===== src/design/emr_pkg.sv =====
// Package for the event match router: command codes, limits, controller/datapath structs.
// No dependencies.
`timescale 1ns / 1ps
`default_nettype none
package emr_pkg;
   localparam logic [2:0] CMD_CONNECT   = 3'd0;
   localparam logic [2:0] CMD_PROPAGATE = 3'd1;
   localparam logic [2:0] CMD_PROCESS   = 3'd2;
   localparam logic [2:0] CMD_MARK      = 3'd3;
   localparam logic [2:0] CMD_AWAKEN    = 3'd4;
   localparam logic [2:0] CMD_FLUSH     = 3'd5;
   localparam logic [2:0] CMD_WRITE     = 3'd6;
   localparam logic [2:0] CMD_READ      = 3'd7;

   localparam logic [7:0] HOP_LIMIT    = 8'd8;
   localparam int         AWAKEN_LIMIT = 4;
   localparam logic [7:0] AWAKE_BIT    = 8'h80;

   // controller -> datapath
   typedef struct packed {
      logic load;      // capture request
      logic start;     // begin the command (single-shot work, scan/drain init)
      logic step;      // one iteration of a scan or drain
      logic finish;    // latch result
   } ctl_type;

   // datapath -> controller
   typedef struct packed {
      logic multi;     // command needs iterations
      logic last;      // iteration loop ends after this step
   } sts_type;
endpackage
`default_nettype wire


===== src/design/emr_ctrl.sv =====
// Controller FSM: load request, run single action or an iterated scan/drain, deliver response.
// Depends on emr_pkg.
`timescale 1ns / 1ps
`default_nettype none
module emr_ctrl (
   input  wire logic            clock,
   input  wire logic            reset,
   input  wire logic            req_valid,
   output logic                 req_ready,
   output logic                 rsp_valid,
   input  wire logic            rsp_ready,
   input  wire emr_pkg::sts_type sts,
   output emr_pkg::ctl_type     ctl
);
   import emr_pkg::*;

   localparam logic [1:0] ST_IDLE = 2'd0;
   localparam logic [1:0] ST_INIT = 2'd1;
   localparam logic [1:0] ST_RUN  = 2'd2;

   logic [1:0] state_ff, state_in;
   logic       rsp_valid_ff, rsp_valid_in;
   logic       out_free;

   // output register frees when taken
   assign out_free  = !rsp_valid_ff || rsp_ready;
   assign req_ready = (state_ff == ST_IDLE);
   assign rsp_valid = rsp_valid_ff;

   always_comb begin
      state_in     = state_ff;
      rsp_valid_in = rsp_valid_ff && !rsp_ready;
      ctl          = '0;
      case (state_ff)
         ST_IDLE: begin
            if (req_valid) begin
               ctl.load = 1'b1;
               state_in = ST_INIT;
            end
         end
         ST_INIT: begin
            // start runs exactly once per request
            ctl.start = 1'b1;
            state_in  = ST_RUN;
         end
         ST_RUN: begin
            if (sts.multi && !sts.last) begin
               ctl.step = 1'b1;
            end else if (out_free) begin
               ctl.step     = sts.multi;
               ctl.finish   = 1'b1;
               rsp_valid_in = 1'b1;
               state_in     = ST_IDLE;
            end
         end
         default: state_in = ST_IDLE;
      endcase
   end

   always_ff @(posedge clock) begin
      if (reset) begin
         state_ff     <= ST_IDLE;
         rsp_valid_ff <= 1'b0;
      end else begin
         state_ff     <= state_in;
         rsp_valid_ff <= rsp_valid_in;
      end
   end
endmodule
`default_nettype wire


===== config.mk =====
export PLATFORM = sky130hd
export DESIGN_NAME = emr_ctrl
export DESIGN_NICKNAME = d
export VERILOG_FILES = /design/src/design/emr_pkg.sv /design/src/design/emr_ctrl.sv
export SDC_FILE = /design/constraint.sdc
export NUM_CORES = 1
export LEC_CHECK = 0
export BUFFER_PORTS_ARGS = -buffer_cell sky130_fd_sc_hd__buf_2
export CAP_MARGIN = 40
export CORE_AREA = 2 2 39 41
export CTS_BUF_LIST = sky130_fd_sc_hd__clkbuf_4 sky130_fd_sc_hd__clkbuf_8
export CTS_CLUSTER_DIAMETER = 200
export DETAILED_ROUTE_END_ITERATION = 10
export DIE_AREA = 0 0 41 43
export GPL_ROUTABILITY_DRIVEN = 0
export PLACE_DENSITY_LB_ADDON = 0.12
export SLEW_MARGIN = 0
export SYNTH_ARGS = -nofsm -noshare
export SYNTH_HDL_FRONTEND = slang
export SYNTH_SLANG_ARGS = --single-unit

===== constraint.sdc =====
create_clock -name clock -period 0.8 [get_ports clock]
set_input_delay 0.16 -clock clock [delete_from_list [all_inputs] [get_ports clock]]
set_output_delay 0.16 -clock clock [all_outputs]
set_load 0.02 [all_outputs]

Yosys cells after proc, flatten, opt, wreduce, memory -nomap -nowiden --
Index checks and enable logic that the tools add are counted.
Word-level totals: bits in registers 3, word-level logic and storage cells 29, bits of input ports 6, output and inout bits 6
Operators by class: multiplexer cells 14, equality and inequality tests 5, reduce and logical (&&, ||, !) cells 8
Operators by type and width (number):
- $mux W2 | 5
- $mux W1 | 8
- $ne A2 B2 Y1 const B | 3
- $pmux W2 S3 | 1
- $logic_not A1 Y1 | 3
- $reduce_and A3 Y1 | 1
- $eq A2 B1 Y1 const B | 1
- $eq A2 B2 Y1 const B | 1
- $logic_and A1 B1 Y1 | 2
- $logic_not A2 Y1 | 1
- $logic_or A1 B1 Y1 | 1

Depth between registers and ports, before layout --
depth after elaboration 5, depth in mapped cells 3, depth with buffers taken out 3

Least setup slack after synthesis --
No wires, ideal clock.
kind reg-to-output, from reg rsp_valid_ff (netlist: rsp_valid), to out ctl[1] (netlist bit), stages on the path, launching flop included 3, data required time 0.640 ns, slack -0.272 ns, path buffers 0, arrival 0.912 ns, cell sequence dfxtp_1 -> nor2b_2 -> a21oi_1
RTL lines:
- start: declaration | RTL line emr_ctrl.sv:22 | logic rsp_valid_ff, rsp_valid_in;
- start signal: assignment | RTL line emr_ctrl.sv:66 | rsp_valid_ff <= rsp_valid_in;
- end: declaration | RTL line emr_ctrl.sv:13 | output emr_pkg::ctl_type ctl

==> results.toml <==
[pwr]
seqPwrFrac = 0.266
comb_power_share = 0.270
netSwitchingPower_uw = 143
clockPowerShare = 0.465
vdd_drop_max_v = 0.000304
p_int_uw = 477
swShare = 0.230
powerDensity_nw_per_um2 = 1530
leakage_nw = 0.186

[setup_path]
worstPathArrival_ns = 1.03
cp-start-kind = "flip-flop"
r2r_slack_ns = -0.27
crit_required_ns = 0.64
r2r_start = "state_ff[1]"
worstPathCellList = "buf_4 > nor2_4 > and2_4 > buf_6"
cp-end-kind = "output port"
crit_type = "flip-flop to output port"
reg2regPathDepth = 6
max_stage_delay_ns = 0.31
cp_max_fo = 2
slowest_stage = "dfxtp_2"
regToRegEndpoint = "state_ff[0]"

[clock_tree]
clock_path_buffers = 2
ctsHoldBuffers = 0
numCtsBuffers = 3
htree_levels = 1
clk_pin_slew_ns = 0.03
root_buffer = "clkbuf_4"
clk_latency_ns = 0.22
clock-sinks = 3
tritoncts = "done"

[global_route]
grt_pass1_wl_microns = 634
first_global_vias = 185
grt_max_degree = 5
grt_overflow_total = 0
grt_usage = 0.0542
antenna_found_initial = 0

[worst_hold_path]
hold-path-endpoint = "state_ff[1]"
hold_path_depth = 2
min_path_type = "input port to flip-flop"
min_from = "reset"

[sta]
setup_ws_ns = -0.387
tightestPinTransition_ns = 0.188
rsz0062_at_grt = "yes"
setup_viol_count_final = 9
clock_skew_ns = 0.0000185
fin_hold_ws_ns = 0.148
fin_crit_ns = 1.19
slew_viol_final = 0
fin_crit_sh = 1.48
fin_tns_setup_ns = -2.37
hold_violations = 0
max_freq_mhz = 842
relSlewSlack = 0.874

[synthesis]
yosys.area_share.xor_xnor = 0
synth_fa_ha_area_frac = 0
avgSynthCellArea_sq_um = 8.69
ys_ff_latch = 3
synth_cell_types = 12
netlist_area_sq_um = 165
synth_top_family_by_area = "simple AND/OR/NAND/NOR gates"
synth_mux_area_frac = 0
synth_simple_gate_area_frac = 0.470
syn_inst = 19
ys.warnings.count = 0
synthesis.nets = 25
synth-compound-area-share = 0.121
synth.yosys.seq_area_share = 0.364

[place]
io_buffers = 11
hpwl_microns = 358

[route]
vias = 201
drt.antenna.violating_nets = 0
vias_per_cell = 3.47
drcViolationCount = 0
drtPass1Iterations = 1
drtIter0Drc = 0
wirelength_microns = 428
routedWlPerCell_microns = 7.38

[cells_and_area]
nNetsFinal = 49
drive_above_1_share = 0.810
diodes = 0
area_growth_pct = 146
final_cell_mix = "buf_4, buf_6, buf_2, clkbuf_4, nor2b_4"
final_common_cell = "buf_4"

[die]
core_area_sq_um = 1380
die_h_microns = 43
ios = 12
row_count = 14
die_area_sq_um = 1760
die_width_microns = 41
start_util = 0.119

[outcome]
status = "complete, but fails checks"
violations = "setup timing"

[run]
maxCapViolations = 0
kinds of logic (layout without fill, tap and decap cells):
group                  Yosys count  in the layout
AO/OA/AOI/OAI                    4              4
buffers and inverters            2             25
flip-flops                       3              3
AND/OR/NAND/NOR                 10             10
worst max path at each step:
stage                     slack [ns]  endpoint        start
after floorplan                -0.10    ctl[1]  state_ff[1]
after global placement         -0.18    ctl[0]  state_ff[0]
after detailed placement       -0.19    ctl[0]       sts[1]
after CTS                      -0.41    ctl[0]  state_ff[0]
after global routing           -0.46    ctl[0]  state_ff[0]
final                          -0.39    ctl[3]  state_ff[1]
power by group through the flow:
stage	sequential (mW)	clock [mW]	combinational, mW
5_1_grt	0.166	0.323	0.180
3_5_place_dp	0.167	0	0.123
3_3_place_gp	0.167	0	0.121
6_report	0.165	0.288	0.167
2_1_floorplan	0.169	0	0.0634
4_1_cts	0.165	0.302	0.158
per-stage QoR:
step | cells | cell area [sq um] | power (mW) | setup WS [ns] | utilization
detailed placement | 51 | 313 | 0.290 | -0.186 | 0.226
floorplan | 19 | 200 | 0.233 | -0.102 | -
global placement | 51 | 313 | 0.288 | -0.183 | 0.226
CTS | 57 | 392 | 0.625 | -0.411 | 0.283
finish | 58 | 407 | 0.620 | -0.387 | 0.294
global route | 58 | 407 | 0.668 | -0.457 | 0.294
area by class of cell:
type	instances	area (sq um)
fillers	157	977
repair buffers	19	153
multi-input cells	14	130
flip-flops and latches	3	66.3
clock buffers	4	30.0
well taps	16	20.0
inverters	2	7.51
state kept, by name (all words and copies together), names as in the netlist:
signal / cells
state_ff: 2
rsp_valid: 1
cell usage after synthesis:
| cell type | instances | area [sq um] |
|---|---|---|
| and2_4 | 1 | 8.76 |
| nor2_2 | 1 | 6.26 |
| a21oi_1 | 3 | 15.0 |
| nor2b_1 | 1 | 6.26 |
| nand2_1 | 1 | 3.75 |
| nor2b_4 | 2 | 27.5 |
| o21ai_1 | 1 | 5.00 |
| inv_1 | 2 | 7.51 |
| nor2b_2 | 1 | 8.76 |
| nor2_1 | 1 | 3.75 |
| dfxtp_1 | 3 | 60.1 |
| nand2b_1 | 2 | 12.5 |
what timing repair did:
action	in CTS	in global routing
setup endpoints to repair	9	9
gates resized for setup	11	2
buffers inserted	2	1
pin swaps	1	1
metal layers:
layer  vias to the layer above  wire, microns  GRT usage
met4                         0              0     0.0600
met2                         8            246     0.0875
met5                         -              0          0
met3                         0             34          0
met1                        89            147     0.0547
li1                        104              -          -
worst max-delay path: cells and delay by family (launching register included):
family	cells	cell delay, ns
flops	1	0.31
simple gates	2	0.25
buf+inv	2	0.24
Note: power is estimated with default switching activity, not from simulation.
